[config.mk]
export PLATFORM = sky130hd
export DESIGN_NAME = modular_exponentiation_flat
export DESIGN_NICKNAME = d
export VERILOG_FILES = /design/src/rtl/core/me_pkg.sv /design/src/rtl/core/me_base_if.sv /design/src/rtl/core/me_result_if.sv /design/src/rtl/core/me_mmul.sv /design/src/rtl/core/me_dp.sv /design/src/rtl/core/me_seq.sv /design/src/rtl/core/modular_exponentiation.sv /design/src/flat_wrapper.sv
export SDC_FILE = /design/constraint.sdc
export NUM_CORES = 1
export LEC_CHECK = 0
export BUFFER_PORTS_ARGS = -buffer_cell sky130_fd_sc_hd__buf_4
export CAP_MARGIN = 20
export CELL_PAD_IN_SITES_DETAIL_PLACEMENT = 1
export CELL_PAD_IN_SITES_GLOBAL_PLACEMENT = 2
export CORE_MARGIN = 4
export CORE_UTILIZATION = 30
export CTS_BUF_LIST = sky130_fd_sc_hd__clkbuf_8
export CTS_CLUSTER_DIAMETER = 30
export DETAILED_ROUTE_END_ITERATION = 8
export PLACE_DENSITY_LB_ADDON = 0.08
export SKIP_CTS_REPAIR_TIMING = 1
export SYNTH_ARGS = -nofsm -noshare
export SYNTH_HDL_FRONTEND = slang
export SYNTH_SLANG_ARGS = --single-unit
[constraint.sdc]
create_clock -name clk -period 11.9 [get_ports clk]
set_clock_uncertainty 0.1 [all_clocks]
set_input_delay 1.785 -clock clk [delete_from_list [all_inputs] [get_ports clk]]
set_output_delay 1.785 -clock clk [all_outputs]
set_load 0.01 [all_outputs]
[src/rtl/core/me_pkg.sv]
// shared types, constants and microcode table of the modular exponentiation block
// no dependencies
package me_pkg;

    localparam int OPERAND_WIDTH_DEF = 31;

    // configuration port
    localparam int PADDR_WIDTH = 3;
    localparam int PDATA_WIDTH = 32;
    localparam logic REG_MODULUS  = 1'b0;
    localparam logic REG_EXPONENT = 1'b1;

    // addend select of the modular multiplier
    localparam logic [1:0] BSEL_ONE  = 2'd0;
    localparam logic [1:0] BSEL_ACC  = 2'd1;
    localparam logic [1:0] BSEL_BASE = 2'd2;

    // jump conditions
    localparam logic [1:0] JC_NONE    = 2'd0;
    localparam logic [1:0] JC_BIT_CLR = 2'd1;
    localparam logic [1:0] JC_CNT_NZ  = 2'd2;

    // program steps
    localparam int PC_WIDTH = 3;
    localparam logic [PC_WIDTH-1:0] STEP_REDUCE = 3'd0;
    localparam logic [PC_WIDTH-1:0] STEP_SQUARE = 3'd1;
    localparam logic [PC_WIDTH-1:0] STEP_TEST   = 3'd2;
    localparam logic [PC_WIDTH-1:0] STEP_MULT   = 3'd3;
    localparam logic [PC_WIDTH-1:0] STEP_NEXT   = 3'd4;
    localparam logic [PC_WIDTH-1:0] STEP_DONE   = 3'd5;

    typedef struct packed {
        logic                mm_op;
        logic                a_acc;
        logic [1:0]          b_sel;
        logic                dst_acc;
        logic [1:0]          jcond;
        logic [PC_WIDTH-1:0] target;
        logic                cnt_dec;
        logic                done;
    } uword_t;

    typedef struct packed {
        logic       load;
        logic       mm_start;
        logic       mm_write;
        logic       a_acc;
        logic [1:0] b_sel;
        logic       dst_acc;
        logic       cnt_dec;
    } ctrl_t;

    typedef struct packed {
        logic mm_done;
        logic exp_bit;
        logic cnt_zero;
    } stat_t;

    function automatic uword_t ucode_rom(input logic [PC_WIDTH-1:0] pc);
        uword_t w;
        w = '0;
        unique case (pc)
            STEP_REDUCE:
            begin
                w.mm_op   = 1'b1;
                w.b_sel   = BSEL_ONE;
            end
            STEP_SQUARE:
            begin
                w.mm_op   = 1'b1;
                w.a_acc   = 1'b1;
                w.b_sel   = BSEL_ACC;
                w.dst_acc = 1'b1;
            end
            STEP_TEST:
            begin
                w.jcond   = JC_BIT_CLR;
                w.target  = STEP_NEXT;
            end
            STEP_MULT:
            begin
                w.mm_op   = 1'b1;
                w.a_acc   = 1'b1;
                w.b_sel   = BSEL_BASE;
                w.dst_acc = 1'b1;
            end
            STEP_NEXT:
            begin
                w.cnt_dec = 1'b1;
                w.jcond   = JC_CNT_NZ;
                w.target  = STEP_SQUARE;
            end
            STEP_DONE:
            begin
                w.done    = 1'b1;
            end
            default:
            begin
                w.done    = 1'b1;
            end
        endcase
        return w;
    endfunction

endpackage

[src/rtl/core/me_base_if.sv]
// input channel carrying one base value per transaction
// depends on me_pkg
interface me_base_if #(
    parameter int OPERAND_WIDTH = me_pkg::OPERAND_WIDTH_DEF
);
    logic                     valid;
    logic                     ready;
    logic [OPERAND_WIDTH-1:0] base_value;

    modport source (output valid, output base_value, input ready);
    modport sink (input valid, input base_value, output ready);
endinterface

[src/rtl/core/me_result_if.sv]
// output channel carrying one power result per transaction
// depends on me_pkg
interface me_result_if #(
    parameter int OPERAND_WIDTH = me_pkg::OPERAND_WIDTH_DEF
);
    logic                     valid;
    logic                     ready;
    logic [OPERAND_WIDTH-1:0] power_result;

    modport source (output valid, output power_result, input ready);
    modport sink (input valid, input power_result, output ready);
endinterface

[src/rtl/core/me_mmul.sv]
// bit-serial modular multiplier, one bit of the scanned operand per cycle
// depends on me_pkg; addend and running remainder stay below the modulus
module me_mmul #(
    parameter int OPERAND_WIDTH = me_pkg::OPERAND_WIDTH_DEF
) (
    input  logic                     clk,
    input  logic                     rst_n,
    input  logic                     start,
    input  logic [OPERAND_WIDTH-1:0] a,
    input  logic [OPERAND_WIDTH-1:0] b,
    input  logic [OPERAND_WIDTH-1:0] m,
    output logic                     done,
    output logic [OPERAND_WIDTH-1:0] result
);

    localparam int W  = OPERAND_WIDTH;
    localparam int TW = W + 2;
    localparam int CW = $clog2(W);

    logic [W-1:0]  r_reg, r_next;
    logic [W-1:0]  a_reg;
    logic [W-1:0]  b_reg;
    logic [W-1:0]  m_reg;
    logic [CW-1:0] cnt_reg;
    logic          busy_reg, busy_next;
    logic          done_reg, done_next;

    logic [TW-1:0] t;
    logic [TW:0]   d1, d2;

    // r = 2r + a_bit*b, then fold back below m (t < 3m)
    always_comb
    begin
        t  = {1'b0, r_reg, 1'b0} + (a_reg[W-1] ? TW'(b_reg) : TW'(0));
        d1 = {1'b0, t} - {3'b000, m_reg};
        d2 = {1'b0, t} - {2'b00, m_reg, 1'b0};
        if (!d2[TW])
            r_next = d2[W-1:0];
        else if (!d1[TW])
            r_next = d1[W-1:0];
        else
            r_next = t[W-1:0];
    end

    always_comb
    begin
        busy_next = busy_reg;
        done_next = 1'b0;
        if (start)
            busy_next = 1'b1;
        else if (busy_reg && cnt_reg == '0)
        begin
            busy_next = 1'b0;
            done_next = 1'b1;
        end
    end

    always_ff @(posedge clk or negedge rst_n)
    begin
        if (!rst_n)
        begin
            busy_reg <= 1'b0;
            done_reg <= 1'b0;
        end
        else
        begin
            busy_reg <= busy_next;
            done_reg <= done_next;
        end
    end

    always_ff @(posedge clk)
    begin
        if (start)
        begin
            r_reg   <= '0;
            a_reg   <= a;
            b_reg   <= b;
            m_reg   <= m;
            cnt_reg <= CW'(W - 1);
        end
        else if (busy_reg)
        begin
            r_reg   <= r_next;
            a_reg   <= {a_reg[W-2:0], 1'b0};
            cnt_reg <= cnt_reg - 1'b1;
        end
    end

    assign done   = done_reg;
    assign result = r_reg;

endmodule

[src/rtl/core/me_dp.sv]
// datapath: base and accumulator registers, exponent bit counter, modular multiplier
// depends on me_pkg and me_mmul
module me_dp #(
    parameter int OPERAND_WIDTH = me_pkg::OPERAND_WIDTH_DEF
) (
    input  logic                     clk,
    input  logic                     rst_n,
    input  me_pkg::ctrl_t            ctrl,
    output me_pkg::stat_t            stat,
    input  logic [OPERAND_WIDTH-1:0] base_value,
    input  logic [OPERAND_WIDTH-1:0] modulus,
    input  logic [OPERAND_WIDTH-1:0] exponent,
    output logic [OPERAND_WIDTH-1:0] acc
);

    localparam int W  = OPERAND_WIDTH;
    localparam int CW = $clog2(W);

    logic [W-1:0]  base_reg;
    logic [W-1:0]  acc_reg;
    logic [CW-1:0] cnt_reg;

    logic [W-1:0]  mm_a, mm_b, mm_result;
    logic          mm_done;

    always_comb
    begin
        mm_a = ctrl.a_acc ? acc_reg : base_reg;
        unique case (ctrl.b_sel)
            me_pkg::BSEL_ONE:  mm_b = W'(1);
            me_pkg::BSEL_ACC:  mm_b = acc_reg;
            me_pkg::BSEL_BASE: mm_b = base_reg;
            default:           mm_b = W'(1);
        endcase
    end

    me_mmul #(
        .OPERAND_WIDTH(W)
    ) u_mmul (
        .clk    (clk),
        .rst_n  (rst_n),
        .start  (ctrl.mm_start),
        .a      (mm_a),
        .b      (mm_b),
        .m      (modulus),
        .done   (mm_done),
        .result (mm_result)
    );

    always_ff @(posedge clk)
    begin
        if (ctrl.load)
        begin
            base_reg <= base_value;
            acc_reg  <= W'(1);
            cnt_reg  <= CW'(W - 1);
        end
        else
        begin
            if (ctrl.mm_write)
            begin
                if (ctrl.dst_acc)
                    acc_reg <= mm_result;
                else
                    base_reg <= mm_result;
            end
            if (ctrl.cnt_dec && cnt_reg != '0)
                cnt_reg <= cnt_reg - 1'b1;
        end
    end

    assign stat.mm_done  = mm_done;
    assign stat.exp_bit  = exponent[cnt_reg];
    assign stat.cnt_zero = (cnt_reg == '0);
    assign acc           = acc_reg;

endmodule

[src/rtl/core/me_seq.sv]
// microcode sequencer: step counter, table fetch, multiplier handshake, jumps
// depends on me_pkg
module me_seq (
    input  logic          clk,
    input  logic          rst_n,
    input  logic          start,
    input  logic          out_free,
    input  me_pkg::stat_t stat,
    output me_pkg::ctrl_t ctrl,
    output logic          busy,
    output logic          out_load
);

    logic [me_pkg::PC_WIDTH-1:0] pc_reg, pc_next;
    logic                        busy_reg, busy_next;
    logic                        wait_reg, wait_next;
    me_pkg::uword_t              uword;
    logic                        advance;
    logic                        take;

    assign uword = me_pkg::ucode_rom(pc_reg);

    always_comb
    begin
        unique case (uword.jcond)
            me_pkg::JC_NONE:    take = 1'b0;
            me_pkg::JC_BIT_CLR: take = !stat.exp_bit;
            me_pkg::JC_CNT_NZ:  take = !stat.cnt_zero;
            default:            take = 1'b0;
        endcase
    end

    always_comb
    begin
        ctrl      = '0;
        pc_next   = pc_reg;
        busy_next = busy_reg;
        wait_next = wait_reg;
        out_load  = 1'b0;
        advance   = 1'b0;
        if (!busy_reg)
        begin
            if (start)
            begin
                ctrl.load = 1'b1;
                busy_next = 1'b1;
                pc_next   = me_pkg::STEP_REDUCE;
                wait_next = 1'b0;
            end
        end
        else
        begin
            ctrl.a_acc   = uword.a_acc;
            ctrl.b_sel   = uword.b_sel;
            ctrl.dst_acc = uword.dst_acc;
            if (uword.mm_op)
            begin
                if (!wait_reg)
                begin
                    ctrl.mm_start = 1'b1;
                    wait_next     = 1'b1;
                end
                else if (stat.mm_done)
                begin
                    ctrl.mm_write = 1'b1;
                    wait_next     = 1'b0;
                    advance       = 1'b1;
                end
            end
            else if (uword.done)
            begin
                if (out_free)
                begin
                    out_load  = 1'b1;
                    busy_next = 1'b0;
                end
            end
            else
                advance = 1'b1;

            if (advance)
            begin
                ctrl.cnt_dec = uword.cnt_dec;
                pc_next      = take ? uword.target : pc_reg + 1'b1;
            end
        end
    end

    always_ff @(posedge clk or negedge rst_n)
    begin
        if (!rst_n)
        begin
            pc_reg   <= me_pkg::STEP_REDUCE;
            busy_reg <= 1'b0;
            wait_reg <= 1'b0;
        end
        else
        begin
            pc_reg   <= pc_next;
            busy_reg <= busy_next;
            wait_reg <= wait_next;
        end
    end

    assign busy = busy_reg;

endmodule

[src/rtl/core/modular_exponentiation.sv]
// top level of the modular exponentiation block: config registers, channels, result register
// depends on me_pkg, me_base_if, me_result_if, me_seq, me_dp
//
// Computes power_result = base_value ^ exponent mod modulus for each input transaction,
// with modulus and exponent held in two APB-writable registers (modulus at byte 0, exponent
// at byte 4, reset values 1 and 0). A modulus of 0 or 1 gives 0. The work is a square and
// multiply scan over all OPERAND_WIDTH exponent bits, from the top bit down, run by a
// six-step microcode program. Each modular product goes through one bit-serial multiplier
// that folds one bit of its operand per cycle, and that multiplier sets the rate. One
// transaction is in work at a time; the next base is accepted as soon as the previous result
// sits in the output register, even if that result has not been taken yet. Write the
// registers only while idle.
module modular_exponentiation #(
    parameter int OPERAND_WIDTH = me_pkg::OPERAND_WIDTH_DEF
) (
    input  logic                           clk,
    input  logic                           rst_n,
    me_base_if.sink                        operand,
    me_result_if.source                    result,
    input  logic                           psel,
    input  logic                           penable,
    input  logic                           pwrite,
    input  logic [me_pkg::PADDR_WIDTH-1:0] paddr,
    input  logic [me_pkg::PDATA_WIDTH-1:0] pwdata,
    output logic [me_pkg::PDATA_WIDTH-1:0] prdata,
    output logic                           pready
);

    localparam int W = OPERAND_WIDTH;

    // configuration registers
    logic [W-1:0] modulus_reg;
    logic [W-1:0] exponent_reg;
    logic         cfg_write;
    logic         reg_sel;

    // output register
    logic         result_valid_reg, result_valid_next;
    logic [W-1:0] result_data_reg;

    // control between sequencer and datapath
    me_pkg::ctrl_t ctrl;
    me_pkg::stat_t stat;
    logic          busy;
    logic          out_free;
    logic          out_load;
    logic [W-1:0]  acc;
    logic          mod_small;

    // APB: zero wait states, register picked by the word address bit
    assign pready    = 1'b1;
    assign reg_sel   = paddr[me_pkg::PADDR_WIDTH-1];
    assign cfg_write = psel && penable && pwrite && pready;

    always_ff @(posedge clk or negedge rst_n)
    begin
        if (!rst_n)
        begin
            modulus_reg  <= W'(1);
            exponent_reg <= '0;
        end
        else if (cfg_write)
        begin
            if (reg_sel == me_pkg::REG_MODULUS)
                modulus_reg <= pwdata[W-1:0];
            else
                exponent_reg <= pwdata[W-1:0];
        end
    end

    assign prdata = (reg_sel == me_pkg::REG_EXPONENT) ? me_pkg::PDATA_WIDTH'(exponent_reg)
                                                      : me_pkg::PDATA_WIDTH'(modulus_reg);

    // a modulus of 0 or 1 forces a zero result, the program still runs its course
    assign mod_small = (modulus_reg <= W'(1));

    // input side is free whenever no transaction is in work
    assign operand.ready = !busy;

    // result register frees up in the same cycle it is taken
    assign out_free = !result_valid_reg || result.ready;

    me_seq u_seq (
        .clk      (clk),
        .rst_n    (rst_n),
        .start    (operand.valid && operand.ready),
        .out_free (out_free),
        .stat     (stat),
        .ctrl     (ctrl),
        .busy     (busy),
        .out_load (out_load)
    );

    me_dp #(
        .OPERAND_WIDTH(W)
    ) u_dp (
        .clk        (clk),
        .rst_n      (rst_n),
        .ctrl       (ctrl),
        .stat       (stat),
        .base_value (operand.base_value),
        .modulus    (modulus_reg),
        .exponent   (exponent_reg),
        .acc        (acc)
    );

    always_comb
    begin
        result_valid_next = result_valid_reg;
        if (out_load)
            result_valid_next = 1'b1;
        else if (result.ready)
            result_valid_next = 1'b0;
    end

    always_ff @(posedge clk or negedge rst_n)
    begin
        if (!rst_n)
            result_valid_reg <= 1'b0;
        else
            result_valid_reg <= result_valid_next;
    end

    always_ff @(posedge clk)
    begin
        if (out_load)
            result_data_reg <= mod_small ? '0 : acc;
    end

    assign result.valid        = result_valid_reg;
    assign result.power_result = result_data_reg;

endmodule

[src/flat_wrapper.sv]
// flat-port wrapper written by rule: the top's interface ports become plain ports
module modular_exponentiation_flat 
#(
    parameter int OPERAND_WIDTH = me_pkg::OPERAND_WIDTH_DEF
)
  (clk, rst_n, psel, penable, pwrite, paddr, pwdata, prdata, pready, operand_valid, operand_base_value, operand_ready, result_valid, result_power_result, result_ready);
  me_base_if #(.OPERAND_WIDTH(OPERAND_WIDTH)) operand_i ();
  me_result_if #(.OPERAND_WIDTH(OPERAND_WIDTH)) result_i ();
  input  logic clk;
  input  logic rst_n;
  input  logic psel;
  input  logic penable;
  input  logic pwrite;
  input  logic [me_pkg::PADDR_WIDTH-1:0] paddr;
  input  logic [me_pkg::PDATA_WIDTH-1:0] pwdata;
  output logic [me_pkg::PDATA_WIDTH-1:0] prdata;
  output logic pready;
  input wire logic [$bits(operand_i.valid)-1:0] operand_valid;
  input wire logic [$bits(operand_i.base_value)-1:0] operand_base_value;
  output wire logic [$bits(operand_i.ready)-1:0] operand_ready;
  output wire logic [$bits(result_i.valid)-1:0] result_valid;
  output wire logic [$bits(result_i.power_result)-1:0] result_power_result;
  input wire logic [$bits(result_i.ready)-1:0] result_ready;
  assign operand_i.valid = operand_valid;
  assign operand_i.base_value = operand_base_value;
  assign operand_ready = operand_i.ready;
  assign result_valid = result_i.valid;
  assign result_power_result = result_i.power_result;
  assign result_i.ready = result_ready;
  modular_exponentiation #(.OPERAND_WIDTH(OPERAND_WIDTH)) u_core (.clk(clk), .rst_n(rst_n), .operand(operand_i), .result(result_i), .psel(psel), .penable(penable), .pwrite(pwrite), .paddr(paddr), .pwdata(pwdata), .prdata(prdata), .pready(pready));
endmodule
==> metrics, run 1 <==
outcome=finished clean; All-Layer GR Usage=17.59%; syn nets=1992; Hold WC Path Type=reg2reg; vias in the first global route=15062; WP data required=12.38 ns; cell area after synthesis=17740 um2; most frequent cells after synthesis=284 x nand2_1, 155 x edfxtp_1, 133 x a21oi_1, 102 x ha_1; global-route wire length before repair=88.02 mm; Clk Latency, worst-skew pair=0.65 ns; root buf cell=clkbuf_8; register-to-register path setup slack=5.17 ns; floorplan core area=58140 um2; DIE WIDTH=251.2 um; non-filler instance count after layout=2805; synth top area cells=edfxtp_1 26%, dfrtp_1 9.7%, dfxtp_1 8.1%; Cells after DPL=2644; clock tree buffer depth=3; # clock sinks=297; Reg clk slew, reported paths=0.05 ns; Initial Util=30.52%; footprint of the multi-input gates=9279 um2; area fraction of the dominant cell type after synthesis=26.23%; GP Congestion=0.7797; P&R area growth vs syn=21.41%; final net count=2144; PortBufs=133; count leader, synth=nand2_1; RSZ-0062 raised after global routing=false; Avg Vias per Cell=4.995; grt ovf=0; kind of critical path=reg2reg; Critical Path Start Type=flop; Post-DRT Antenna Nets=0; reg2reg path depth=23; # IOs=139; Fill cells=6546; row cnt=88; Worst Max-Slew Pin Slew=0.9413 ns; synth warn=0; critical path endpoint category=flop; sequential standard cell area=7849 um2; H-tree depth=3; Worst Path Arrival=7.21 ns; layout cells sized above 1=21.05%; fin crit period=6.731 ns; Die H=251.2 um; Max Transition Viols Final=0; Fin. Hold Viols=0; ys async rst share=23.57%; sequential area share after synthesis=44.23%; total die area=63100 um2; FMAX=148.6 MHz; max cap viols=0; DR vias=14010; Critical Path End=u_core.u_dp.u_mmul.result[27]$_SDFFE_PP0P_; initial antenna violation count=1; reg2reg end=u_core.u_dp.u_mmul.result[27]$_SDFFE_PP0P_; Synth area leader=edfxtp_1; Max-slew headroom=37.25%; Pre-antenna DRT Iters=5; Unique masters post-synth=82; CP Max Fanout=31; Detailed Place HPWL=41.51 mm; setup TNS=0 ns; Final Cycle Share=56.56%; reg-to-reg startpoint=u_core.u_dp.u_mmul.a_reg[30]$_DFFE_PP_; Post-Route WL=55.88 mm; CTS tree=built; ys flop type=edfxtp_1; Remaining DRCs=0; final setup fails=0; pin count of the biggest net entering global routing=71; Seq cells post-synth=297; Critical Path Start=u_core.u_dp.u_mmul.a_reg[30]$_DFFE_PP_; total CTS buffers=85; EDFF count, synth=155; Starting DRT DRC Count=527; Avg Cell Area, Syn=9.782 um2; Syn Inst Count=1814; Wirelength per Cell=19.92 um
## worst min-delay path by stage
stage,startpoint,end,slack [ns],depth (start not counted)
after CTS,u_core.u_dp.acc[24]$_SDFFE_PP0P_,u_core.u_dp.acc[24]$_SDFFE_PP0P_,0.39,2
after global routing,u_core.u_dp.acc[24]$_SDFFE_PP0P_,u_core.u_dp.acc[24]$_SDFFE_PP0P_,0.41,2
after detailed placement,u_core.u_dp.acc[24]$_SDFFE_PP0P_,u_core.u_dp.acc[24]$_SDFFE_PP0P_,0.38,2
final,u_core.u_dp.acc[24]$_SDFFE_PP0P_,u_core.u_dp.acc[24]$_SDFFE_PP0P_,0.38,2
after global placement,u_core.u_dp.cnt_reg[4]$_SDFFE_PP1P_,u_core.u_dp.cnt_reg[4]$_SDFFE_PP1P_,0.37,2
after floorplan,u_core.u_dp.u_mmul.cnt_reg[3]$_SDFFE_PP1P_,u_core.u_dp.u_mmul.done$_DFF_PN0_,0.35,1
## metrics by stage
stage	instance area (um2)	hold WS (ns)	worst slack (ns)	util (%)
CTS	21540	0.3860	5.043	37.05
finish	21540	0.3838	5.169	37.06
floorplan	17740	0.3479	6.829	-
detailed placement	19530	0.3787	5.069	33.60
global placement	19510	0.3749	5.160	33.56
global route	21540	0.4100	4.688	37.06
## layout by cell type (no fill, tap or decap), types with 7 or more instances in the layout
cell type / synthesis / final
a21boi_0: 7 / 7
a21o_1: 31 / 31
a21oi_1: 133 / 131
a22o_1: 13 / 13
a22oi_1: 35 / 35
a31oi_1: 15 / 15
and2_1: 35 / 35
and3_1: 9 / 9
buf_4: 6 / 152
bufinv_16: 0 / 14
clkbuf_8: 0 / 95
clkinv_2: 0 / 22
clkinvlp_4: 0 / 9
dfrtp_1: 69 / 69
dfxtp_1: 72 / 72
edfxtp_1: 155 / 155
ha_1: 102 / 100
inv_1: 76 / 85
mux2_2: 98 / 98
mux2i_1: 41 / 41
mux4_2: 9 / 9
nand2_1: 284 / 283
nand2b_1: 9 / 9
nand3_1: 32 / 32
nand4_1: 15 / 15
nor2_1: 98 / 97
nor2b_1: 44 / 43
nor3_1: 17 / 17
nor4_1: 10 / 10
o211ai_1: 17 / 17
o21a_1: 11 / 11
o21ai_0: 92 / 92
o21bai_1: 10 / 10
or3_1: 9 / 9
xnor2_1: 49 / 49
xor2_1: 34 / 34
## logic make-up after synthesis
group,Yosys count,synth area share [%]
AOI/OAI and AO/OA,427,15.39
xor gates and xnor gates,83,4.097
adders and majority gates,105,7.531
buffers and inverters,164,3.702
DFF,297,44.23
muxes,148,9.674
other,2,0.04232
and+or+nand+nor,588,15.34
## worst max-delay path, stage by stage, from the launching register on
cell	delay, ns
edfxtp_1	0.32
buf_4	0.28
and2_1	0.21
ha_1	0.17
inv_1	0.06
fa_1	0.40
nor2b_1	0.18
o2111ai_1	0.16
nand2_1	0.16
a221o_1	0.22
a211oi_1	0.13
or3_1	0.39
a31oi_1	0.43
ha_1	0.37
nand3_1	0.22
o221ai_1	0.20
a211o_1	0.33
a21o_1	0.19
o21ai_0	0.39
o211a_1	0.41
buf_4	0.36
nand2_1	0.27
or4b_1	0.59
nand3_1	0.09
## per-layer routing
metal / vias to the layer above / share of wire [%] / track usage, %
met5: - / 0 / 0
met1: 6830 / 50 / 24.92
met2: 234 / 44 / 27.71
met4: 0 / 1.8 / 4.914
li1: 6873 / - / -
met3: 73 / 3.7 / 3.145
## layout make-up
type                    instances  share of cell area [%]
multi-input cells            1353                   43.07
flip-flops and latches        297                   36.43
clock buffers                  95                   6.069
repair buffers                153                   5.390
well taps                     765                   4.443
clock inverters                64                   3.247
inverters                      76                   1.324
diodes                          2                 0.02323
Power of run 1 is left out: the tool's default activity adds up to more than one toggle a clock period on the data nets, which glitch-free logic cannot reach.
==> run 2: changes to the inputs <==
- clock period: 11.9 -> 5.39 ns (I/O delays scaled with it)
==> run 2 against run 1 <==
  * The run now ends with negative setup slack left
  * Global-route usage is 0.66 points higher
  * Worst setup slack worse by 5.2 ns
  * Critical endpoint is now u_core.u_dp.u_mmul.result[1]$_SDFFE_PP0P_
  * Critical path depth up 3
  * Wire length increased by 7.8%
  * Worst hold slack worse by 0.18 ns
  * Count of clock-buffer cells in the layout shrank 3
  * Core utilization rose by 4.0 points
  * Cell count rose by 7.5%
==> metrics, run 2 (synthesis results as in run 1) <==
outcome=finished, violations left (was finished clean); failing checks=negative setup slack; Starting DRT DRC Count=672 (was 527); setup ws final=-0.01914 ns (was 5.169 ns); global-route wire length before repair=91.29 mm (was 88.02 mm); DIE WIDTH=251.2 um (unchanged); WP data required=5.82 ns (was 12.38 ns); Hold WC Path Type=in2async (was reg2reg); most frequent CP cell=buf_12; Die H=251.2 um (unchanged); Remaining DRCs=0 (unchanged); Post-Route WL=60.23 mm (was 55.88 mm); final setup fails=2 (was 0); Initial Util=30.52% (unchanged); floorplan core area=58140 um2 (unchanged); CTS tree=built (unchanged); kind of critical path=reg2reg (unchanged); GP Congestion=0.8140 (was 0.7797); Critical Path Start Type=flop (unchanged); CP max stage delay=0.52 ns (was 0.59 ns); clock tree buffer depth=3 (unchanged); RSZ-0062 raised after global routing=true (was false); P&R area growth vs syn=34.44% (was 21.41%); reg-to-reg startpoint=u_core.u_dp.u_mmul.a_reg[30]$_DFFE_PP_ (unchanged); # IOs=139 (unchanged); Fin. Hold Viols=0 (unchanged); Worst Max-Slew Pin Slew=0.9519 ns (was 0.9413 ns); All-Layer GR Usage=18.25% (was 17.59%); Final Cycle Share=100.4% (was 56.56%); register-to-register path setup slack=-0.02 ns (was 5.17 ns); H-tree depth=3 (unchanged); layout cells sized above 1=32.34% (was 21.05%); critical path endpoint category=flop (unchanged); # clock sinks=297 (unchanged); Max-slew headroom=36.54% (was 37.25%); most common cell after layout, fill and taps aside=buf_4 (was nand2_1); most frequent cells in the layout=341 x buf_4, 277 x nand2_1, 155 x edfxtp_1 (was 283 x nand2_1, 155 x edfxtp_1, 152 x buf_4); Wirelength per Cell=19.98 um (was 19.92 um); Post-DRT Antenna Nets=0 (unchanged); reg2reg path depth=26 (was 23); Avg Vias per Cell=4.927 (was 4.995); pin count of the biggest net entering global routing=71 (unchanged); DR vias=14849 (was 14010); CP Max Fanout=12 (was 31); Max Transition Viols Final=0 (unchanged); Worst Path Arrival=5.84 ns (was 7.21 ns); Reg clk slew, reported paths=0.05 ns (about the same); Slowest cell on crit path=or4_4 (was or4b_1); initial antenna violation count=1 (unchanged); PortBufs=133 (unchanged); final net count=2353 (was 2144); FMAX=184.9 MHz (was 148.6 MHz); pre-CTS setup slack=-0.3008 ns (was 5.069 ns); row cnt=88 (unchanged); vias in the first global route=15843 (was 15062); Pre-antenna DRT Iters=5 (unchanged); grt ovf=0 (unchanged); total CTS buffers=85 (unchanged); Clk Latency, worst-skew pair=0.66 ns (was 0.65 ns); total die area=63100 um2 (unchanged); max cap viols=0 (unchanged); Detailed Place HPWL=43.82 mm (was 41.51 mm); root buf cell=clkbuf_8 (unchanged); reg2reg end=u_core.u_dp.u_mmul.result[1]$_SDFFE_PP0P_ (was u_core.u_dp.u_mmul.result[27]$_SDFFE_PP0P_); fin crit period=5.409 ns (was 6.731 ns)
-- run 2: worst max-delay path by stage --
| stage | cells after the start | start | slack, ns | to |
|---|---|---|---|---|
| floorplan | 23 | u_core.u_dp.u_mmul.a_reg[30]$_DFFE_PP_ | 0.32 | u_core.u_dp.u_mmul.result[16]$_SDFFE_PP0P_ |
| global placement | 23 | u_core.u_dp.u_mmul.a_reg[30]$_DFFE_PP_ | -0.24 | u_core.u_dp.u_mmul.result[12]$_SDFFE_PP0P_ |
| detailed placement | 25 | u_core.u_dp.u_mmul.a_reg[30]$_DFFE_PP_ | -0.30 | u_core.u_dp.u_mmul.result[1]$_SDFFE_PP0P_ |
| CTS | 25 | u_core.u_dp.u_mmul.a_reg[30]$_DFFE_PP_ | -0.31 | u_core.u_dp.u_mmul.result[1]$_SDFFE_PP0P_ |
| global route | 28 | u_core.u_dp.u_mmul.a_reg[30]$_DFFE_PP_ | -0.23 | u_core.u_dp.u_mmul.result[1]$_SDFFE_PP0P_ |
| finish | 26 | u_core.u_dp.u_mmul.a_reg[30]$_DFFE_PP_ | -0.02 | u_core.u_dp.u_mmul.result[1]$_SDFFE_PP0P_ |
-- run 2: per-stage QoR --
step / instance area [um2] / setup TNS, ns / util [%] / cells / hold slack, ns
floorplan: 17740 / 0 / - / 1814 / 0.3479
global placement: 20950 / -4.469 / 36.03 / 2829 / 0.3746
detailed placement: 20950 / -6.514 / 36.03 / 2829 / 0.3817
CTS: 22800 / -6.673 / 39.22 / 2989 / 0.1850
global route: 23860 / -3.094 / 41.03 / 3014 / 0.2520
finish: 23860 / -0.01964 / 41.03 / 3014 / 0.2034
-- run 2: layout make-up --
type | count | area [um2]
antenna | 1 | 2.502
sequential | 297 | 7849
timing repair buffer | 362 | 2894
inverter | 76 | 285.3
multi-input combinational | 1353 | 10010
tap | 765 | 957.2
clock inverter | 68 | 589.3
fill | 6575 | 34280
clock buffer | 92 | 1266
-- run 2: critical path, delay by kind of cell, from the launching register on --
kind	cells	cell delay, ns
AOI/OAI and AO/OA	8	1.75
adders and majority gates	2	0.50
muxes	1	0.17
buffers and inverters	6	0.86
DFF	1	0.46
xor gates and xnor gates	1	0.18
and+or+nand+nor	8	1.24
-- run 2: layer usage --
layer	part of all wire, %	global-route usage, %	wire length [um]
met3	3.4	3.000	2029
met5	0	0	0
met1	49	25.94	29440
met2	46	29.02	27600
met4	1.9	4.723	1156
Power of run 2 is left out for the same reason.
